**src/hw/rtl/utf8_script_detector_macros.svh**
```systemverilog
// ----------------------------------------------------------------------------
// UTF-8 script detector assertion macros
// Shared concurrent assertion forms, clocked on clk and held off during reset.
// ----------------------------------------------------------------------------
`ifndef UTF8_SCRIPT_DETECTOR_MACROS_SVH
`define UTF8_SCRIPT_DETECTOR_MACROS_SVH

// Plain property check.
`define UTF8SD_ASSERT(label, prop, msg) \
	label: assert property (@(posedge clk) disable iff (!arst_n) (prop)) else $error(msg);

// Same-cycle implication check.
`define UTF8SD_ASSERT_IMP(label, ante, cons, msg) \
	label: assert property (@(posedge clk) disable iff (!arst_n) (ante) |-> (cons)) \
		else $error(msg);

// Next-cycle implication check.
`define UTF8SD_ASSERT_NEXT(label, ante, cons, msg) \
	label: assert property (@(posedge clk) disable iff (!arst_n) (ante) |=> (cons)) \
		else $error(msg);

`endif

```
**src/hw/rtl/utf8sd_pkg.sv**
```systemverilog
// ----------------------------------------------------------------------------
// UTF-8 script detector package
// Script codes, script range table and UTF-8 lead byte helpers.
// ----------------------------------------------------------------------------
`timescale 1ns / 1ps

package utf8sd_pkg;

	// Script codes as seen on the result port.
	typedef enum logic [3:0] {
		SCRIPT_LATIN      = 4'd0,
		SCRIPT_ARABIC     = 4'd1,
		SCRIPT_HEBREW     = 4'd2,
		SCRIPT_DEVANAGARI = 4'd3,
		SCRIPT_BENGALI    = 4'd4,
		SCRIPT_TAMIL      = 4'd5,
		SCRIPT_THAI       = 4'd6,
		SCRIPT_HAN        = 4'd7,
		SCRIPT_HANGUL     = 4'd8,
		SCRIPT_HIRAGANA   = 4'd9,
		SCRIPT_KATAKANA   = 4'd10
	} script_t;

	localparam int CP_W      = 21;
	localparam int NUM_RANGES = 10;

	// One script range; all ranges lie inside the basic multilingual plane.
	typedef struct packed {
		logic [15:0] lo;
		logic [15:0] hi;
		script_t     code;
	} range_t;

	localparam range_t SCRIPT_RANGES [NUM_RANGES] = '{
		'{lo: 16'h0600, hi: 16'h06FF, code: SCRIPT_ARABIC},
		'{lo: 16'h0590, hi: 16'h05FF, code: SCRIPT_HEBREW},
		'{lo: 16'h0900, hi: 16'h097F, code: SCRIPT_DEVANAGARI},
		'{lo: 16'h0980, hi: 16'h09FF, code: SCRIPT_BENGALI},
		'{lo: 16'h0B80, hi: 16'h0BFF, code: SCRIPT_TAMIL},
		'{lo: 16'h0E00, hi: 16'h0E7F, code: SCRIPT_THAI},
		'{lo: 16'h4E00, hi: 16'h9FFF, code: SCRIPT_HAN},
		'{lo: 16'hAC00, hi: 16'hD7AF, code: SCRIPT_HANGUL},
		'{lo: 16'h3040, hi: 16'h309F, code: SCRIPT_HIRAGANA},
		'{lo: 16'h30A0, hi: 16'h30FF, code: SCRIPT_KATAKANA}
	};

	// Result word handed from the decoder to the output register.
	typedef struct packed {
		script_t code;
		logic    rtl;
	} result_t;

	// Number of continuation bytes a lead byte asks for, zero if no lead.
	function automatic logic [1:0] lead_length(input logic [7:0] c);
		logic [1:0] len;
		len = 2'd0;
		if ((c & 8'hE0) == 8'hC0)
			len = 2'd1;
		else if ((c & 8'hF0) == 8'hE0)
			len = 2'd2;
		else if ((c & 8'hF8) == 8'hF0)
			len = 2'd3;
		return len;
	endfunction

	// Codepoint bits carried by a lead byte of the given length.
	function automatic logic [CP_W-1:0] lead_bits(input logic [7:0] c, input logic [1:0] len);
		logic [CP_W-1:0] bits;
		case (len)
			2'd1:    bits = {{(CP_W-5){1'b0}}, c[4:0]};
			2'd2:    bits = {{(CP_W-4){1'b0}}, c[3:0]};
			default: bits = {{(CP_W-3){1'b0}}, c[2:0]};
		endcase
		return bits;
	endfunction

endpackage

```
**src/hw/rtl/utf8sd_classify.sv**
```systemverilog
// ----------------------------------------------------------------------------
// UTF-8 script detector range classifier
// Tests one codepoint against the script ranges and reports the first hit.
// ----------------------------------------------------------------------------
`timescale 1ns / 1ps

module utf8sd_classify (
	input  logic [utf8sd_pkg::CP_W-1:0] cp,
	output logic                        hit,
	output utf8sd_pkg::script_t         code
);

	logic [utf8sd_pkg::NUM_RANGES-1:0] in_range;
	logic                              in_bmp;

	// Every range sits below 0x10000, so the upper bits must be clear.
	assign in_bmp = (cp[utf8sd_pkg::CP_W-1:16] == '0);

	// One independent compare pair per range.
	always_comb begin
		for (int k = 0; k < utf8sd_pkg::NUM_RANGES; k++) begin
			in_range[k] = in_bmp && (cp[15:0] >= utf8sd_pkg::SCRIPT_RANGES[k].lo)
				&& (cp[15:0] <= utf8sd_pkg::SCRIPT_RANGES[k].hi);
		end
	end

	// First matching range in table order wins.
	always_comb begin
		hit  = 1'b0;
		code = utf8sd_pkg::SCRIPT_LATIN;
		for (int k = utf8sd_pkg::NUM_RANGES - 1; k >= 0; k--) begin
			if (in_range[k]) begin
				hit  = 1'b1;
				code = utf8sd_pkg::SCRIPT_RANGES[k].code;
			end
		end
	end

endmodule

```
**src/hw/rtl/utf8sd_core.sv**
```systemverilog
// ----------------------------------------------------------------------------
// UTF-8 script detector decode core
// Holds the open sequence and the latched script, and decodes one word per
// cycle when told to advance.
// ----------------------------------------------------------------------------
`timescale 1ns / 1ps

module utf8sd_core (
	input  logic                  clk,
	input  logic                  arst_n,
	input  logic                  advance,
	input  logic [7:0]            byte_s1,
	input  logic                  eot_s1,
	output utf8sd_pkg::result_t   result
);

	logic [1:0]                  exp_q;
	logic [utf8sd_pkg::CP_W-1:0] pcp_q;
	logic [7:0]                  held0_q;
	logic [7:0]                  held1_q;
	logic [1:0]                  hc_q;
	logic                        mf_q;
	utf8sd_pkg::script_t         ms_q;

	logic [1:0]                  exp_d;
	logic [utf8sd_pkg::CP_W-1:0] pcp_d;
	logic [7:0]                  held0_d;
	logic [7:0]                  held1_d;
	logic [1:0]                  hc_d;
	logic [utf8sd_pkg::CP_W-1:0] pcp_shift;
	logic [1:0]                  len;
	logic [utf8sd_pkg::CP_W-1:0] main_cp;
	logic                        main_check;
	logic                        main_hit;
	utf8sd_pkg::script_t         main_code;
	logic [utf8sd_pkg::CP_W-1:0] rescan_cp;
	logic                        rescan_check;
	logic                        rescan_hit;
	utf8sd_pkg::script_t         rescan_code;
	logic                        mf_d;
	utf8sd_pkg::script_t         ms_d;
	logic                        mf_end;
	utf8sd_pkg::script_t         ms_end;

	assign pcp_shift = {pcp_q[utf8sd_pkg::CP_W-7:0], byte_s1[5:0]};
	assign len       = utf8sd_pkg::lead_length(byte_s1);

	// Sequence tracking for the word in the input register.
	always_comb begin
		exp_d      = exp_q;
		pcp_d      = pcp_q;
		held0_d    = held0_q;
		held1_d    = held1_q;
		hc_d       = hc_q;
		main_cp    = {{(utf8sd_pkg::CP_W-8){1'b0}}, byte_s1};
		main_check = 1'b0;
		if (exp_q != 2'd0) begin
			if (hc_q == 2'd0)
				held0_d = byte_s1;
			if (hc_q == 2'd1)
				held1_d = byte_s1;
			hc_d  = hc_q + 2'd1;
			exp_d = exp_q - 2'd1;
			pcp_d = pcp_shift;
			if (exp_q == 2'd1) begin
				main_cp    = pcp_shift;
				main_check = 1'b1;
				hc_d       = 2'd0;
				pcp_d      = '0;
			end
		end else if (!byte_s1[7]) begin
			main_check = 1'b1;
		end else if (len != 2'd0) begin
			exp_d = len;
			pcp_d = utf8sd_pkg::lead_bits(byte_s1, len);
			hc_d  = 2'd0;
		end
	end

	// A sequence left open at the end of text can only hide a two-byte
	// sequence in its first two held bytes.
	assign rescan_cp    = {{(utf8sd_pkg::CP_W-11){1'b0}}, held0_d[4:0], held1_d[5:0]};
	assign rescan_check = (exp_d != 2'd0) && (hc_d == 2'd2) && (held0_d[7:5] == 3'b110);

	utf8sd_classify u_main (
		.cp   (main_cp),
		.hit  (main_hit),
		.code (main_code)
	);

	utf8sd_classify u_rescan (
		.cp   (rescan_cp),
		.hit  (rescan_hit),
		.code (rescan_code)
	);

	// First match in text order is kept.
	always_comb begin
		mf_d   = mf_q;
		ms_d   = ms_q;
		if (!mf_q && main_check && main_hit) begin
			mf_d = 1'b1;
			ms_d = main_code;
		end
		mf_end = mf_d;
		ms_end = ms_d;
		if (!mf_d && rescan_check && rescan_hit) begin
			mf_end = 1'b1;
			ms_end = rescan_code;
		end
	end

	// Result word, valid when the final byte is processed.
	always_comb begin
		result.code = mf_end ? ms_end : utf8sd_pkg::SCRIPT_LATIN;
		result.rtl  = (result.code == utf8sd_pkg::SCRIPT_ARABIC)
			|| (result.code == utf8sd_pkg::SCRIPT_HEBREW);
	end

	// Decoder state; the final byte returns everything to zero.
	always_ff @(posedge clk or negedge arst_n) begin
		if (!arst_n) begin
			exp_q   <= 2'd0;
			pcp_q   <= '0;
			held0_q <= 8'h00;
			held1_q <= 8'h00;
			hc_q    <= 2'd0;
			mf_q    <= 1'b0;
			ms_q    <= utf8sd_pkg::SCRIPT_LATIN;
		end else if (advance) begin
			if (eot_s1) begin
				exp_q   <= 2'd0;
				pcp_q   <= '0;
				held0_q <= 8'h00;
				held1_q <= 8'h00;
				hc_q    <= 2'd0;
				mf_q    <= 1'b0;
				ms_q    <= utf8sd_pkg::SCRIPT_LATIN;
			end else begin
				exp_q   <= exp_d;
				pcp_q   <= pcp_d;
				held0_q <= held0_d;
				held1_q <= held1_d;
				hc_q    <= hc_d;
				mf_q    <= mf_d;
				ms_q    <= ms_d;
			end
		end
	end

endmodule

```
**src/hw/rtl/utf8_script_detector.sv**
```systemverilog
// ----------------------------------------------------------------------------
// UTF-8 script detector
// Decodes a UTF-8 text and reports the script of its first classified
// codepoint, with a right-to-left flag.
// ----------------------------------------------------------------------------
// The block takes one text byte per cycle with no gaps of its own: a word
// accepted is decoded from the input register, and the result word for a
// text (one per word flagged end_of_text) is offered on the following cycle
// from the output register. Input is held off only while a finished result
// has not been taken and the next end-of-text word is already waiting in
// the input register; all other words flow through at one per cycle.
`timescale 1ns / 1ps

`include "utf8_script_detector_macros.svh"

module utf8_script_detector (
	input  logic       clk,
	input  logic       arst_n,
	input  logic [7:0] text_byte,
	input  logic       end_of_text,
	input  logic       in_valid,
	output logic       in_ready,
	output logic [3:0] script_code,
	output logic       right_to_left,
	output logic       out_valid,
	input  logic       out_ready
);

	logic                valid_s1;
	logic [7:0]          byte_s1;
	logic                eot_s1;
	logic                advance;
	utf8sd_pkg::result_t result;
	logic                out_valid_q;
	utf8sd_pkg::script_t code_q;
	logic                rtl_q;

	// The input register moves on unless its final word meets a full output.
	assign advance  = valid_s1 && (!eot_s1 || !out_valid_q || out_ready);
	assign in_ready = !valid_s1 || advance;

	// Input register.
	always_ff @(posedge clk or negedge arst_n) begin
		if (!arst_n) begin
			valid_s1 <= 1'b0;
		end else if (in_ready) begin
			valid_s1 <= in_valid;
		end
	end

	always_ff @(posedge clk) begin
		if (in_ready && in_valid) begin
			byte_s1 <= text_byte;
			eot_s1  <= end_of_text;
		end
	end

	utf8sd_core u_core (
		.clk     (clk),
		.arst_n  (arst_n),
		.advance (advance),
		.byte_s1 (byte_s1),
		.eot_s1  (eot_s1),
		.result  (result)
	);

	// Output register.
	always_ff @(posedge clk or negedge arst_n) begin
		if (!arst_n) begin
			out_valid_q <= 1'b0;
		end else if (advance && eot_s1) begin
			out_valid_q <= 1'b1;
		end else if (out_ready) begin
			out_valid_q <= 1'b0;
		end
	end

	always_ff @(posedge clk) begin
		if (advance && eot_s1) begin
			code_q <= result.code;
			rtl_q  <= result.rtl;
		end
	end

	assign out_valid     = out_valid_q;
	assign script_code   = code_q;
	assign right_to_left = rtl_q;

	// Checks.
	`UTF8SD_ASSERT_IMP(a_rtl_match, out_valid_q,
		rtl_q == ((code_q == utf8sd_pkg::SCRIPT_ARABIC) || (code_q == utf8sd_pkg::SCRIPT_HEBREW)),
		"right_to_left disagrees with script_code")
	`UTF8SD_ASSERT_IMP(a_code_range, out_valid_q, code_q <= utf8sd_pkg::SCRIPT_KATAKANA,
		"script_code out of range")
	`UTF8SD_ASSERT_IMP(a_stall_cause, !in_ready, valid_s1 && eot_s1 && out_valid_q && !out_ready,
		"input stalled without a blocked result")
	`UTF8SD_ASSERT_NEXT(a_result_follows, advance && eot_s1, out_valid_q,
		"final word did not produce a result")

endmodule

```
**config.mk**
```make
export PLATFORM = sky130hd
export DESIGN_NAME = utf8_script_detector
export DESIGN_NICKNAME = d
export VERILOG_FILES = /design/src/hw/rtl/utf8sd_pkg.sv /design/src/hw/rtl/utf8sd_classify.sv /design/src/hw/rtl/utf8sd_core.sv /design/src/hw/rtl/utf8_script_detector.sv
export VERILOG_INCLUDE_DIRS = /design/src /design/src/hw/rtl
export SDC_FILE = /design/constraint.sdc
export NUM_CORES = 1
export LEC_CHECK = 0
export ABC_AREA = 1
export BUFFER_PORTS_ARGS = -buffer_cell sky130_fd_sc_hd__buf_2
export CORE_AREA = 5 5 78 80
export DETAILED_ROUTE_END_ITERATION = 7
export DIE_AREA = 0 0 83 85
export PLACE_DENSITY_LB_ADDON = 0.25
export SYNTH_ARGS = -nofsm -noshare
export SYNTH_HDL_FRONTEND = slang
export SYNTH_SLANG_ARGS = --single-unit
```
**constraint.sdc**
```tcl
create_clock -name clk -period 2.5 [get_ports clk]
set_input_delay 0.25 -clock clk [delete_from_list [all_inputs] [get_ports clk]]
set_output_delay 0.25 -clock clk [all_outputs]
set_load 0.01 [all_outputs]
```
# == Yosys cells after proc, flatten, opt, wreduce, memory -nomap -nowiden ==
# Cells that the tools add are included.
# word_totals
ff_bits,54
latchBits,0
mem_bits_rw,0
mem_bits_ro,0
inputBits,13
out_inout_bits,7
elab_cells,201
mem_count,0
# op_classes
n_addsub,2
mul,0
div,0
magnitude_cmp,40
n_eq_ne,11
shifts,0
mux,78
bitwise,0
reduce_logical,57
# ops
operator,n
4-bit 2-to-1 mux,24
15-bit 2-to-1 mux,5
16-bit by 12-bit >= comparator with 1-bit output (second input constant),4
16-bit by 12-bit less-or-equal comparator with 1-bit output (second input constant),4
11-bit by 12-bit >= comparator with 1-bit output (second input constant),4
11-bit by 12-bit less-or-equal comparator with 1-bit output (second input constant),4
21-bit 2-to-1 mux,2
1-bit logical AND,39
16-bit by 11-bit >= comparator with 1-bit output (second input constant),2
16-bit by 14-bit >= comparator with 1-bit output (second input constant),2
11-bit by 16-bit less-or-equal comparator with 1-bit output (second input constant),2
16-bit by 11-bit less-or-equal comparator with 1-bit output (second input constant),2
16-bit by 14-bit less-or-equal comparator with 1-bit output (second input constant),2
16-bit less-or-equal comparator (second input constant),2
11-bit by 14-bit >= comparator with 1-bit output (second input constant),2
11-bit by 14-bit less-or-equal comparator with 1-bit output (second input constant),2
1-bit 2-to-1 mux,28
2-bit 2-to-1 mux,12
8-bit 2-to-1 mux,3
11-bit >= comparator (second input constant),2
11-bit less-or-equal comparator (second input constant),2
6-bit 2-to-1 mux,3
11-bit by 16-bit >= comparator with 1-bit output (second input constant),1
16-bit by 15-bit >= comparator with 1-bit output (second input constant),1
other kinds (19),34

# == Logic depth before layout (Yosys ltp) ==
# depth
depth_word,25
depth_mapped,20
ltp_nobuf,20

# == Cells and area by module ==
# From an unflattened synthesis, not the netlist that was laid out.
# hier_totals
hier_cells,538
area_unflattened_um2,3658.5
# by_module_without_submodules
module,n_inst,cells_each,area_per_inst_um2
utf8sd_core,1,304,2164.6
utf8sd_classify,2,103,483.0
utf8_script_detector,1,28,528.0

# == Least setup slack after synthesis ==
# No wires, ideal clock.
# synth_path
kind,reg2reg
start,register u_core.exp_q[1]
end,"register rtl_q, in the netlist right_to_left, data pin"
arrival_ns,1.945
required_time_ns,2.246
slack_ns,0.301
path_stages_with_launch,18
path_buffers,1
cell_sequence,dfrtp_1 > inv_2 > buf_6 > nand3_4 > nor2_1 > nand3_1 > nand4_1 > nand2_1 > nor2_2 > nand2_2 > nand2_4 > nand2_2 > nand2_1 > nand2_1 > nand2_1 > nand3_1 > nor2_1 > nor2_2
# synth_rtl
item,line_no,source
start: declaration,utf8sd_core.sv:17,logic [1:0] exp_q;
start signal: assignment,utf8sd_core.sv:140,exp_q <= exp_d;
end signal: assignment,utf8_script_detector.sv:81,rtl_q <= result.rtl;
end: declaration,utf8_script_detector.sv:36,logic rtl_q;

==> out/qor.txt <==
Post-Synth Adder-Cell Area: 0.807%
post-place setup slack: -0.0467 ns
FF-to-FF End: right_to_left$_DFFE_PP_
Worst VDD drop: 0.000432 V
worst slew pin tran: 0.789 ns
Total Routing Usage GR: 21.1%
largest family of logic cells by synthesized area: simple AND/OR/NAND/NOR gates
Reg2Reg Setup Slack: 0.004 ns
crit path from: u_core.exp_q[1]$_DFFE_PN0P_
slowest stage cell, crit path: dfrtp_2
Synth Warn #: 0
Critical Path Sink: right_to_left$_DFFE_PP_
synth cell count leaders: nand2_1 (83), inv_1 (51), nand3_1 (45)
number of max-cap violations: 0
worst clock skew: 0.00994 ns
Die Y: 85 um
initial core utilization: 58.1%
Post-Place Cells: 503
compound-cell area share of the yosys netlist: 12.7%
Relative slew margins: 47.4%
Layout Cells excl Fill: 516
CTS tree: done
RD Place Congestion: 0.931
CP Capture Type: flip-flop
worst path required time: 2.57 ns
Clk Latency, worst-skew pair: 0.30 ns
type of origin of the critical path: flip-flop
count leader, synth: nand2_1
core area: 5340 um^2
Initial DRC Count: 188
Worst Hold Class: in -> async
unrepaired setup endpoints after global routing: true
Multi-input gate area: 1520 um^2
hpwl dp: 5340 um
initial antenna violation count: 0
largest fanout on the critical path: 6
vias in the first global route: 2650
cell chain of the critical path: nor2_2, nand3_2, nor2_2, nand3_1, nand2_1, nand3_1, nand2_1, nand3_1, nand2_2, nand2_2, nand2_1, nand2_1, nand2_1, nand3_1, nor2_1, nor2_2
xor/xnor share of the synthesized area: 0%
crit path kind: reg -> reg
clock root buffer: clkbuf_8
static leakage: 1.70 nW
vias per inst: 5.59
Post-Synth Simple-Gate Area: 34.1%
die area: 7060 um^2
# nets final: 458
EDFF count, synth: 14
Sink Count: 50
hold buffers post-CTS: 0
WL/cell: 13.9 um
fin crit share: 99.8%
pin count of the biggest net entering global routing: 37
Area after DPL: 3300 um^2
Setup WS post-layout: 0.00406 ns
# H-tree levels: 2
# fillers: 485
WP data arrival: 2.56 ns
Area Growth Syn to Fin: 12.1%
layout cells sized above 1: 20.3%
mux contribution to synthesized area: 0%
final WL: 7160 um
top cell type's share of synthesized area: 29.1%
Mapped Cells: 414
routed via count: 2882
setup tns final: 0 ns
Reg2Reg Launch Point: u_core.exp_q[1]$_DFFE_PN0P_
Largest stage delay, worst path: 0.50 ns
Crit path top cell by count: nand2_1
Power Density: 515 nW/um^2
site row count: 27
DRT Pass-1 Iters: 5
Die W: 83 um
sequential area share after synthesis: 42.6%
largest area contributor in the netlist: dfrtp_1
Max Buffers Root-to-Sink: 2
top cells by area, synth: dfrtp_1 (29%), edfxtp_1 (14%), nand2_1 (10%)
flop and latch count out of synthesis: 50
Cell variety after synth: 35
diode count: 0
total grt overflow: 0
register area: 1320 um^2
status: finished, final reports clean
Period minus WS final: 2.50 ns
first-pass GRT wire length: 12300 um
Max Freq: 0.401 GHz
cells on worst reg2reg path: 16
Post-Syn Nets: 429
drt drc: 0
I/O pins: 20
Slew Viols, Final: 0
DRT antenna net count: 0
CTS clock-pin slew for the worst setup and hold paths: 0.09 ns
final hold vios: 0
Async S/R FF share, synth: 72.0%
Mean Syn Cell Area: 7.49 um^2
Inserted Clock Buffers: 5
count of final setup violators: 0
synthesized cell area: 3100 um^2
Post-synth top flop: dfrtp_1
cell area after layout: 3480 um^2
port buffer count: 19
==> how the worst min path moves through the flow <==
stage | from | end | slack (ns)
after floorplan | arst_n | out_valid$_DFFE_PN0P_ | -0.05
after global placement | arst_n | u_core.pcp_q[10]$_DFFE_PN0P_ | 0.37
after detailed placement | arst_n | u_core.pcp_q[11]$_DFFE_PN0P_ | 0.38
after CTS | arst_n | u_core.pcp_q[14]$_DFFE_PN0P_ | 0.05
after global routing | arst_n | u_core.exp_q[1]$_DFFE_PN0P_ | 0.08
final | arst_n | u_core.pcp_q[11]$_DFFE_PN0P_ | 0.03
==> state kept, by name, indices dropped and copies added, names as in the netlist <==
signal,cells
script_code,4
u_core.held1_q,2
u_core.pcp_q,15
out_valid,1
u_core.mf_q,1
u_core.held0_q,8
right_to_left,1
byte_s1,8
valid_s1,1
u_core.exp_q,2
eot_s1,1
u_core.ms_q,4
u_core.hc_q,2
==> metrics by stage <==
| step | power, W | util [%] | hold slack, ns |
|---|---|---|---|
| floorplan | 0.00117 | - | -0.0456 |
| global placement | 0.00125 | 61.8 | 0.369 |
| detailed placement | 0.00126 | 61.8 | 0.382 |
| CTS | 0.00178 | 64.1 | 0.0505 |
| global route | 0.00190 | 65.1 | 0.0775 |
| finish | 0.00179 | 65.1 | 0.0266 |
==> cells in the final DEF, fill, tap and decap left out, types with 3 or more instances in the layout <==
cell / Yosys / final
nor2_1: 40 / 36
nand3_2: 6 / 7
inv_1: 51 / 51
buf_2: 2 / 19
clkinv_1: 3 / 3
o21ai_1: 7 / 8
clkbuf_8: 0 / 5
edfxtp_1: 14 / 14
a21oi_1: 10 / 10
inv_2: 8 / 7
nor3_1: 8 / 8
o22ai_1: 12 / 12
nand4_1: 11 / 11
o21ai_0: 32 / 31
nor2_2: 6 / 11
nand2_1: 83 / 82
dfrtp_1: 36 / 35
buf_4: 0 / 13
nand3_1: 45 / 44
nand2_2: 10 / 11
==> cell families after synthesis <==
family,after synthesis
AO/OA/AOI/OAI,70
adder cells (fa/ha/maj),2
AND/OR/NAND/NOR,218
flip-flops,50
buffers and inverters,74
==> layout make-up <==
class / instances / share of cell area [%]
clock buffers: 6 / 2.70
clock inverters: 2 / 0.396
inverters: 62 / 6.84
multi-input cells: 291 / 43.6
flip-flops and latches: 50 / 38.0
well taps: 72 / 2.59
repair buffers: 33 / 5.87
==> metal layers <==
layer	GRT usage (%)	share of wire, %	up-vias
met2	33.5	46	106
met5	0	0	-
met3	3.50	5.4	19
li1	-	-	1436
met4	6.84	2.3	0
met1	29.7	47	1321
==> report_power, final <==
part	switching (W)	internal, W
Sequential	0.0000469	0.000903
Clock	0.000267	0.000260
Combinational	0.000208	0.000105
Total	0.000521	0.00127
==> critical path, delay by kind of cell, from the launching register on <==
kind | cells | cell delay, ns
simple gates | 16 | 1.76
flops | 1 | 0.50
==> timing repair <==
| action | CTS | global route |
|---|---|---|
| setup buffers | 2 | 2 |
| setup endpoints to repair | 1 | 4 |
| gates cloned | 0 | 1 |
| pin swaps | 1 | 2 |
| gates resized for setup | 2 | 10 |
No activity file was read; power rests on OpenSTA's default activity.
